## src/sv/zscore_q6p10_quantizer_unit_macros.svh

```systemverilog
// Assertion helpers used by zsq_back.sv.
`ifndef ZSCORE_Q6P10_QUANTIZER_UNIT_MACROS_SVH
`define ZSCORE_Q6P10_QUANTIZER_UNIT_MACROS_SVH

// cond must hold at every clock outside reset
`define ZSQ_ASSERT_ALWAYS(lbl, cond, msg) \
  lbl: assert property (@(posedge clk) disable iff (!rst_n) (cond)) else $error(msg);

// ante implies cons in the same cycle
`define ZSQ_ASSERT_IMPL(lbl, ante, cons, msg) \
  lbl: assert property (@(posedge clk) disable iff (!rst_n) (ante) |-> (cons)) else $error(msg);

`endif

```

## src/sv/zsq_pkg.sv

```systemverilog
`default_nettype none
package zsq_pkg;

  localparam int NUM_SLOTS = 7;
  localparam int RAW_W     = 32;
  localparam int Q_W       = 16;
  localparam int IN_W      = NUM_SLOTS * RAW_W;
  localparam int OUT_W     = NUM_SLOTS * Q_W;
  localparam int EXP_W     = 12;
  localparam int OUT_DEPTH = 4;

  typedef enum logic [1:0] {
    CLS_FINITE,
    CLS_INF,
    CLS_NAN
  } cls_t;

  typedef struct packed {
    logic                             valid;
    logic [IN_W-1:0]                  data;
    cls_t [NUM_SLOTS-1:0]             cls;
  } item_t;

  localparam logic [63:0] MEAN_TAB [NUM_SLOTS] = '{
    $realtobits(591.4182045417623),
    $realtobits(1.2184900023224592),
    $realtobits(0.5947851603496672),
    $realtobits(0.0005838004451228998),
    $realtobits(-0.8538870838842224),
    $realtobits(0.0027806010304868706),
    $realtobits(1824750.1096800924)
  };

  localparam logic [63:0] INV_SD_TAB [NUM_SLOTS] = '{
    $realtobits(0.0043363160471822084),
    $realtobits(10.80064871230099),
    $realtobits(0.0040239240828261573),
    $realtobits(22.283248685592664),
    $realtobits(1.3030990417413308),
    $realtobits(774.10332505181805),
    $realtobits(5.5184347675533539e-07)
  };

  function automatic logic [63:0] mean_bits(input logic [2:0] idx);
    logic [63:0] r;
    r = '0;
    for (int k = 0; k < NUM_SLOTS; k++) begin
      if (idx == 3'(k)) r = MEAN_TAB[k];
    end
    return r;
  endfunction

  function automatic logic [63:0] inv_bits(input logic [2:0] idx);
    logic [63:0] r;
    r = '0;
    for (int k = 0; k < NUM_SLOTS; k++) begin
      if (idx == 3'(k)) r = INV_SD_TAB[k];
    end
    return r;
  endfunction

  function automatic cls_t classify(input logic [RAW_W-1:0] raw);
    cls_t c;
    if (raw[30:23] != 8'hFF) c = CLS_FINITE;
    else if (raw[22:0] == 23'd0) c = CLS_INF;
    else c = CLS_NAN;
    return c;
  endfunction

endpackage
`default_nettype wire

```

## src/sv/zsq_front.sv

```systemverilog
`default_nettype none
module zsq_front (
  input  wire logic                  clk,
  input  wire logic                  rst_n,
  input  wire logic                  in_tvalid,
  output logic                       in_tready,
  input  wire logic [zsq_pkg::IN_W-1:0] in_tdata,
  output zsq_pkg::item_t             head,
  input  wire logic                  pop
);
  import zsq_pkg::*;

  logic [IN_W-1:0]            data_mem [2];
  cls_t [NUM_SLOTS-1:0]       cls_mem  [2];
  logic                       wptr_r, wptr_nxt;
  logic                       rptr_r, rptr_nxt;
  logic [1:0]                 cnt_r, cnt_nxt;
  cls_t [NUM_SLOTS-1:0]       cls_in;
  logic                       push;

  always_comb begin
    for (int k = 0; k < NUM_SLOTS; k++) begin
      cls_in[k] = classify(in_tdata[k*RAW_W +: RAW_W]);
    end
  end

  assign in_tready = (cnt_r != 2'd2);
  assign push      = in_tvalid && in_tready;

  always_comb begin
    wptr_nxt = push ? ~wptr_r : wptr_r;
    rptr_nxt = pop ? ~rptr_r : rptr_r;
    cnt_nxt  = cnt_r + {1'b0, push} - {1'b0, pop};
  end

  always_ff @(posedge clk) begin
    if (!rst_n) begin
      wptr_r <= 1'b0;
      rptr_r <= 1'b0;
      cnt_r  <= 2'd0;
    end else begin
      wptr_r <= wptr_nxt;
      rptr_r <= rptr_nxt;
      cnt_r  <= cnt_nxt;
    end
  end

  always_ff @(posedge clk) begin
    if (push) begin
      data_mem[wptr_r] <= in_tdata;
      cls_mem[wptr_r]  <= cls_in;
    end
  end

  assign head.valid = (cnt_r != 2'd0);
  assign head.data  = data_mem[rptr_r];
  assign head.cls   = cls_mem[rptr_r];

endmodule
`default_nettype wire

```

## config.mk

```make
export PLATFORM = sky130hd
export DESIGN_NAME = zsq_front
export DESIGN_NICKNAME = d
export VERILOG_FILES = /design/src/sv/zscore_q6p10_quantizer_unit_macros.svh /design/src/sv/zsq_pkg.sv /design/src/sv/zsq_front.sv
export SDC_FILE = /design/constraint.sdc
export NUM_CORES = 1
export LEC_CHECK = 0
export ABC_AREA = 1
export BUFFER_PORTS_ARGS = -buffer_cell sky130_fd_sc_hd__buf_2
export CAP_MARGIN = 20
export CELL_PAD_IN_SITES_DETAIL_PLACEMENT = 2
export CELL_PAD_IN_SITES_GLOBAL_PLACEMENT = 2
export CORE_ASPECT_RATIO = 1.5
export CORE_MARGIN = 2
export CORE_UTILIZATION = 38
export DETAILED_ROUTE_END_ITERATION = 6
export HOLD_SLACK_MARGIN = 0.03
export PLACE_DENSITY = 0.85
export SKIP_CTS_REPAIR_TIMING = 1
export SLEW_MARGIN = 5
export SYNTH_ARGS = -nofsm -noshare
export SYNTH_HDL_FRONTEND = slang
export SYNTH_SLANG_ARGS = --single-unit
export TNS_END_PERCENT = 5
```

## constraint.sdc

```tcl
create_clock -name clk -period 12.9 [get_ports clk]
set_clock_uncertainty 0.05 [all_clocks]
set_input_delay 0 -clock clk [delete_from_list [all_inputs] [get_ports clk]]
set_output_delay 0 -clock clk [all_outputs]
set_load 0.01 [all_outputs]
```

==> results of run 1 <==
[worst max path at each step]
stage                                             to  slack (ns)  depth (start not counted)                 from
after floorplan              cls_mem[1][0]$_DFFE_PP_        1.41                          4  cnt_r[0]$_SDFF_PN0_
after global routing      data_mem[0][204]$_DFFE_PP_        8.73                         10  cnt_r[0]$_SDFF_PN0_
after global placement    data_mem[0][185]$_DFFE_PP_        8.49                          7  cnt_r[0]$_SDFF_PN0_
after detailed placement  data_mem[0][202]$_DFFE_PP_        8.23                          7  cnt_r[0]$_SDFF_PN0_
after CTS                 data_mem[0][201]$_DFFE_PP_        8.19                          7  cnt_r[0]$_SDFF_PN0_
final                     data_mem[0][204]$_DFFE_PP_        9.00                         10  cnt_r[0]$_SDFF_PN0_
[kinds of logic after synthesis]
family / Yosys count / share of synthesized area (%)
adders and majority gates: 1 / 0.0682
muxes: 238 / 14.6
AOI/OAI and AO/OA: 2 / 0.0545
and+or+nand+nor: 212 / 4.49
xor gates and xnor gates: 2 / 0.0955
DFF: 481 / 78.4
buffers and inverters: 60 / 2.26
[per-stage QoR]
stage / instances / setup WS [ns] / instance area, um2 / power [uW]
3_5_place_dp: 2047 / 8.23 / 21200 / 2470
4_1_cts: 2131 / 8.19 / 22800 / 3860
6_report: 2367 / 9.00 / 25200 / 3960
5_1_grt: 2367 / 8.73 / 25200 / 4080
2_1_floorplan: 996 / 1.41 / 18400 / 2270
3_3_place_gp: 2047 / 8.49 / 21200 / 2420
[report_power, final]
part / total, uW / switching, uW / internal, uW
Sequential: 1950 / 55.1 / 1890
Combinational: 581 / 336 / 245
Clock: 1430 / 636 / 795
[area by class of cell]
type / count / share of cell area [%]
Clock buffer: 58 / 5.01
Antenna cell: 4 / 0.0398
Multi-Input combinational cell: 455 / 14.1
Inverter: 34 / 0.507
Clock inverter: 26 / 1.03
Sequential cell: 481 / 57.2
Tap cell: 600 / 2.98
Timing Repair Buffer: 709 / 19.1
[sequential cells by signal, indices dropped and copies added, names as in the netlist, named ones only]
register	flops
cnt_r	2
cls_mem	28
rptr_r	1
data_mem	448
wptr_r	1
[Yosys cell counts]
cell / n / area [um2]
nand3_1: 7 / 35.0
nor2_1: 121 / 454
nand4_1: 7 / 43.8
dfxtp_1: 5 / 100
buf_6: 25 / 282
mux2_2: 238 / 2680
a21oi_1: 1 / 5.00
inv_1: 34 / 128
buf_2: 1 / 5.00
o21ai_0: 1 / 5.00
xor2_1: 2 / 17.5
edfxtp_1: 476 / 14300
nand2_1: 76 / 285
ha_1: 1 / 12.5
or2_2: 1 / 6.26
[layer usage]
| metal | wire [um] | part of all wire [%] |
|---|---|---|
| met5 | 0 | 0 |
| met4 | 3490 | 5.2 |
| met3 | 2970 | 4.5 |
| met2 | 38500 | 58 |
| met1 | 21700 | 33 |
==> reports/metrics.sh, run 1 <==
STATUS='completed'
LAYOUT-DRIVE-GT1-SHARE_PCT=44.8
REG2REG_SLACK_NS=9.00
MAX_CAP_VIOL_COUNT=0
INITIALDRTVIOLATIONCOUNT=672
CLK_PIN_SLEW_WORST_PATHS_NS=0.08
CTS_TREE='yes'
REGTOREGSTARTPOINT='cnt_r[0]$_SDFF_PN0_'
FLOORPLAN.IO_PINS=468
REQUIRED_NS=13.06
FINALHOLDWORSTSLACK_NS=0.135
POSTSYNTHNETCOUNT=1225
NETLIST_INSTANCES=996
WORSTPATHBUFFERINVERTERCOUNT=8
CRITICAL_PATH.MAX_STAGE_DELAY_NS=0.43
ROUTE.FINAL.WIRE_LENGTH_UM=66700
HOLD_VIOLATIONS=0
AREA_DELTA_SYNTH_FINAL_PCT=37.1
GRT_PASS1_WL_UM=78300
FINAL_CORE_UTIL_PCT=52.8
MOSTFREQUENTLAYOUTCELL='edfxtp_1'
FP.COREAREA_UM2=47700
HPWLAFTERDP_UM=38800
GLOBAL_ROUTE.USAGE.TOTAL_PCT=21.2
YS.WARNINGS.COUNT=0
CHIPWIDTH_UM=183
SYNTH.CELL_AREA_UM2=18400
SETUP_TNS_NS=0
FLOORPLAN.INITIALDENSITY_PCT=38.5
MIN_PERIOD_OVER_PERIOD_PCT=30.2
COMMONEST_CELLS_AFTER_ROUTING_FILL_AND_TAPS_ASIDE='edfxtp_1 (476), buf_2 (467), mux2_2 (238)'
CRITICALPATHCATEGORY='flip-flop to flip-flop'
LEAK_PWR_uW=0.00959
YOSYS_REGISTER_BITS=481
NUMBER_OF_GLOBAL_ROUTE_VIAS_BEFORE_REPAIR=12200
ROUTEDWLPERCELL_UM=28.2
NUMCLOCKSINKS=481
POST_DRT_VIA_CELL_RATIO=5.01
MAX_SLEW.WORST_PIN.SLEW_NS=1.10
HOLDPATHSTAGES=2
SEQ_AREA_UM2=14400
DESIGN.DIE.AREA_UM2=50100
IO_BUFFERS=467
TIMING.CRITICAL_PATH.CELLS='inv_1, a21oi_1, inv_1, nor2_4, buf_4, buf_16, buf_4, buf_16, buf_4, buf_16'
AVGSYNTHCELLAREA_UM2=18.4
REMAINING_DRC_ERRORS=0
SLEW_VIOLATIONS=0
HOLDCRITPATHCLASS='input port to flip-flop'
RSZ0062_AT_GRT='false'
DETAIL_ROUTE.FIRST_PASS.ITERATIONS=7
FINALSETUPVIOLATIONS=0
OVERFLOW=0
CTS_H_TREE_DEPTH=2
LAYOUT_MIN_CYCLE_TIME_NS=3.90
CLK_LATENCY_NS=0.55
FP-ROW-COUNT=98
POWER.IR.VDD_WORST_mV=0.148
HOLDCRITSTARTPOINT='in_tdata[127]'
CTS.PATH.MAX_BUFFERS=3
GLOBALROUTEMET1UTIL_PCT=21.0
TIMING.CRITICAL_PATH.FROM_TYPE='flip-flop'
R2R-END='data_mem[0][204]$_DFFE_PP_'
CRIT_FANOUT=65
BUSIEST_LAYER='met2'
DETAIL-ROUTE-ANTENNA-NETS=0
MET3_TRACK_UTILIZATION_FROM_GLOBAL_ROUTING_PCT=4.18
Y_DIMENSION_OF_THE_DIE_UM=273
POWER_PER_CELL_AREA_nW_PER_UM2=157
CRITPATHSLOWESTCELL='buf_4'
ANTENNA_VIOLATIONS_BEFORE_REPAIR=4
SLEW-LIMIT-HEADROOM_PCT=26.6
SYNTH-SEQ-AREA-SHARE_PCT=78.4
GPL.FINAL_WEIGHTED_CONGESTION=0.810
MAXCLOCKFREQUENCY_MHz=257
FILLCELLCOUNT=4303
WORSTREGTOREGCELLS=10
CP_TOP_FAMILY='buffers and inverters'
VIAS=11900
CLOCKROOTBUFFER='clkbuf_16'
CTS_INSERTED_BUFFERS=47
FINAL_NETS=1957
CP.ARRIVAL_NS=4.06
GRTUSAGEMET2_PCT=41.2
SYNTH.LIB_CELLS_USED.DISTINCT=15
GRT_MAX_DEGREE=82
MULTI_INPUT_AREA_UM2=3560
WORSTHOLDENDPOINT='data_mem[0][127]$_DFFE_PP_'
ENDPOINT_KIND='flip-flop'
(Power assumes the default switching activity.)
==> inputs of run 2 (changes only) <==
--- a/config.mk
+++ b/config.mk
@@ -5,17 +5,17 @@
 export SDC_FILE = /design/constraint.sdc
 export NUM_CORES = 1
 export LEC_CHECK = 0
-export ABC_AREA = 1
+export ABC_AREA = 0
 export BUFFER_PORTS_ARGS = -buffer_cell sky130_fd_sc_hd__buf_2
 export CAP_MARGIN = 20
 export CELL_PAD_IN_SITES_DETAIL_PLACEMENT = 2
 export CELL_PAD_IN_SITES_GLOBAL_PLACEMENT = 2
 export CORE_ASPECT_RATIO = 1.5
 export CORE_MARGIN = 2
-export CORE_UTILIZATION = 38
+export CORE_UTILIZATION = 35
 export DETAILED_ROUTE_END_ITERATION = 6
 export HOLD_SLACK_MARGIN = 0.03
-export PLACE_DENSITY = 0.85
+export PLACE_DENSITY = 0.81
 export SKIP_CTS_REPAIR_TIMING = 1
 export SLEW_MARGIN = 5
 export SYNTH_ARGS = -nofsm -noshare
==> constraint.sdc (replaced) <==
create_clock -name clk -period 3.45 [get_ports clk]
set_clock_uncertainty 0.05 [all_clocks]
set_input_delay 0 -clock clk [delete_from_list [all_inputs] [get_ports clk]]
set_output_delay 0 -clock clk [all_outputs]
set_load 0.01 [all_outputs]
==> run 2 against run 1 <==
  * Cell count down 2.2%
  * Clock power rose to 3.5 times the previous value
  * Final area shrank 0.50%
  * First-iteration DRC count shrank 25%
  * Critical path depth is 7 lower
  * Total power grew to 3.6 times the previous value
==> reports/metrics.sh, run 2 <==
STATUS='completed'
MAX_CAP_VIOL_COUNT=0  # unchanged
CRITICALPATHCATEGORY='flip-flop to output port'
YOSYS.AREA.TOP_TYPE_SHARE_PCT=79.1  # +1.3 points
DP_CELLS=1998  # -2.4%
DETAIL_ROUTE.FIRST_PASS.ITERATIONS=4  # -3
IO_BUFFERS=467  # unchanged
GPL.FINAL_WEIGHTED_CONGESTION=0.813  # +0.36%
MAX_SLEW.WORST_PIN.SLEW_NS=0.893  # -0.208 ns
SEQPWRFRAC_PCT=49.7  # +0.5 points
COMMONEST_CELLS_AFTER_ROUTING_FILL_AND_TAPS_ASIDE='edfxtp_1 (476), buf_2 (467), mux2_2 (238)'
LAYOUT-DRIVE-GT1-SHARE_PCT=49.7  # +4.9 points
CLK_PIN_SLEW_WORST_PATHS_NS=0.07  # about the same
POWER.IR.VDD_WORST_mV=0.367  # +150%
SYNTHTOPCELLSBYAREA='edfxtp_1 (79%), mux2_2 (15%), buf_6 (1.6%), nor4_1 (1.2%), nand4_1 (0.69%)'
YOSYS_REGISTER_BITS=481  # unchanged
POSTSYNTH.ASYNCRESETSHARE_PCT=0  # unchanged
ENDPOINT_KIND='output port'
POWER_PER_CELL_AREA_nW_PER_UM2=577  # +270%
MOSTFREQUENTLAYOUTCELL='edfxtp_1'
VIAS=11400  # -3.9%
MIN_PERIOD_OVER_PERIOD_PCT=72.4
RSZ0062_AT_GRT='false'
OVERFLOW=0  # unchanged
NUMCLOCKSINKS=481  # unchanged
MET3_TRACK_UTILIZATION_FROM_GLOBAL_ROUTING_PCT=3.37  # -0.81 points
AREA_DELTA_SYNTH_FINAL_PCT=38.7
SYNTH.CELL_AREA_UM2=18100  # -1.6%
Y_DIMENSION_OF_THE_DIE_UM=282  # +3.3%
CTS_H_TREE_DEPTH=2  # unchanged
SEQ_AREA_UM2=14400  # about the same
FLOORPLAN.INITIALDENSITY_PCT=35.2  # -3.3 points
CTS_TREE='yes'
FINISH.CELL_COUNT_WITHOUT_FILLERS=2316  # -2.2%
FP-ROW-COUNT=102  # +4.1%
POWER.SWITCHING_uW=3710  # +260%
TIMING.CRITICAL_PATH.FROM_TYPE='flip-flop'
INITIALDRTVIOLATIONCOUNT=505  # -25%
FLOORPLAN.IO_PINS=468  # unchanged
SWSHARE_PCT=25.7  # -0.23 points
FINALSETUPVIOLATIONS=0  # unchanged
POSTSYNTHNETCOUNT=1084  # -12%
YOSYS_MOST_USED_DFF='edfxtp_1'
FILLCELLCOUNT=4762  # +11%
CRIT_FANOUT=39  # -40%
YS.WARNINGS.COUNT=0  # unchanged
NUMBER_OF_FLIP_FLOPS_UNDER_THE_LARGEST_REGISTER_NAME=448  # unchanged
STDCELL_AREA_UM2=25000  # -0.50%
POST_DRT_VIA_CELL_RATIO=4.92  # -1.8%
GRT_MAX_DEGREE=73  # -11%
SYNTH-SEQ-AREA-SHARE_PCT=79.7  # +1.3 points
P_INT_uW=10700  # +270%
MOST_REPEATED_CELL_IN_THE_GATE_LEVEL_NETLIST_AFTER_SYNTHESIS='edfxtp_1'
DP_WORST_SETUP_SLACK_NS=1.33  # -6.90 ns
SLEW_VIOLATIONS=0  # unchanged
AVGSYNTHCELLAREA_UM2=21.1  # +15%
GRT_PASS1_WL_UM=78000  # -0.32%
YS_TOP_CELLS_BY_COUNT='edfxtp_1 (476), mux2_2 (238), nor4_1 (35)'
GLOBAL_ROUTE.USAGE.TOTAL_PCT=19.8  # -1.4 points
CTS_INSERTED_BUFFERS=47  # unchanged
POSTPLACECELLAREA_UM2=21300  # +0.25%
MAXCLOCKFREQUENCY_MHz=401
ANTENNA_VIOLATIONS_BEFORE_REPAIR=5  # +1
BUSIEST_LAYER='met2'
SYNTH.LIB_CELLS_USED.DISTINCT=27  # +12
DESIGN.DIE.AREA_UM2=53500  # +6.7%
REMAINING_DRC_ERRORS=0  # unchanged
POWER.SHARE.CLOCK_PCT=35.1  # -1.1 points
MULTI_INPUT_AREA_UM2=3390  # -4.7%
GRTUSAGEMET2_PCT=39.3  # -1.9 points
CTS.PATH.MAX_BUFFERS=3  # unchanged
CP.ARRIVAL_NS=2.45  # -1.61 ns
HOLDCRITPATHCLASS='input port to flip-flop'
PWR-SHARE-COMB_PCT=15.2  # +0.5 points
CLK_LATENCY_NS=0.56  # about the same
DETAIL-ROUTE-ANTENNA-NETS=0  # unchanged
SYNTH_AREA_LEADER_CELL='edfxtp_1'
ROUTE.FINAL.WIRE_LENGTH_UM=65900  # -1.1%
LEAK_PWR_uW=0.00918  # -4.3%
POST_ROUTE_WORST_SETUP_SLACK_NS=0.954  # -8.05 ns
CHIPWIDTH_UM=189  # +3.3%
NUMBER_OF_GLOBAL_ROUTE_VIAS_BEFORE_REPAIR=11700  # -3.7%
SYNTH_EDF_COUNT=476  # unchanged
HPWLAFTERDP_UM=39900  # +3.0%
HOLD_VIOLATIONS=0  # unchanged
CLOCKROOTBUFFER='clkbuf_16'
GLOBALROUTEMET1UTIL_PCT=20.4  # -0.55 points
LAYOUT_MIN_CYCLE_TIME_NS=2.50
REGISTERS_WITH_THE_HIGHEST_FLIP_FLOP_COUNTS='data_mem x448, cls_mem x28, cnt_r x2'
NETLIST_INSTANCES=855  # -14%
FINAL_NETS=1828  # -6.6%
REQUIRED_NS=3.40  # -9.66 ns
FP.COREAREA_UM2=51300  # +7.6%
TOP_REGISTER='data_mem'
ROUTEDWLPERCELL_UM=28.5  # +1.0%
FINAL_CORE_UTIL_PCT=48.8  # -4.0 points
SLEW-LIMIT-HEADROOM_PCT=39.9  # +13 points
==> run 2: cell types whose count changed after synthesis, sizes merged, moves of 3 or more <==
| cell | delta |
|---|---|
| o21ba | +6 |
| or2 | +7 |
| nand4 | +13 |
| nand3 | -7 |
| and2 | +3 |
| nor3 | +13 |
| inv | -33 |
| nand2 | -68 |
| nor2 | -120 |
| nor4 | +35 |
==> run 2: per-stage QoR <==
stage	setup TNS, ns	power (uW)	hold WS (ns)
floorplan	-381.91	8240	0.0489
detailed placement	0	9180	0.143
global placement	0	9040	0.138
CTS	0	14200	-0.455
global route	0	14900	0.133
finish	0	14400	0.122
==> run 2: layer usage <==
metal  vias to the layer above  wire, um
li1                       4953         -
met1                      5884     22200
met2                       432     38100
met3                       128      2660
met4                         0      2930
met5                         -         0
==> run 2: final cells by class <==
| class | count | area share (%) |
|---|---|---|
| Tap cell | 676 | 3.38 |
| Clock buffer | 61 | 4.99 |
| Antenna cell | 5 | 0.0500 |
| Multi-Input combinational cell | 347 | 13.5 |
| Sequential cell | 481 | 57.5 |
| Inverter | 1 | 0.0300 |
| Clock inverter | 24 | 0.799 |
| Timing Repair Buffer | 721 | 19.7 |
==> run 2: worst paths after layout <==
path | end | startpoint | slack (ns) | cells after the start
worst min-delay path | data_mem[1][191]$_DFFE_PP_ | in_tdata[191] | 0.12 | 2
worst min register to register | wptr_r$_SDFFE_PN0P_ | wptr_r$_SDFFE_PN0P_ | 0.58 | 2
worst max-delay path | head[64] | flip-flop | 0.95 | 3
worst max register to register | data_mem[0][23]$_DFFE_PP_ | cnt_r[1]$_SDFF_PN0_ | 1.33 | 4
==> run 2: power by group through the flow <==
stage	clock [uW]	combinational, uW	sequential (uW)
global placement	0	1840	7200
global route	5340	2320	7210
finish	5070	2200	7170
floorplan	0	1000	7240
CTS	5080	1940	7150
detailed placement	0	1920	7270
==> run 2: logic make-up after synthesis <==
group | synth area share [%]
mux | 14.9
flops | 79.7
buf+inv | 1.61
fa+ha+maj | 0.0693
simple gates | 3.08
xor+xnor | 0.0970
compound gates | 0.561
==> run 2: critical path: stages, from the launching register on <==
cell and delay (ns):
dfxtp_4 0.81, buf_4 0.45, mux2_2 0.41, buf_2 0.16
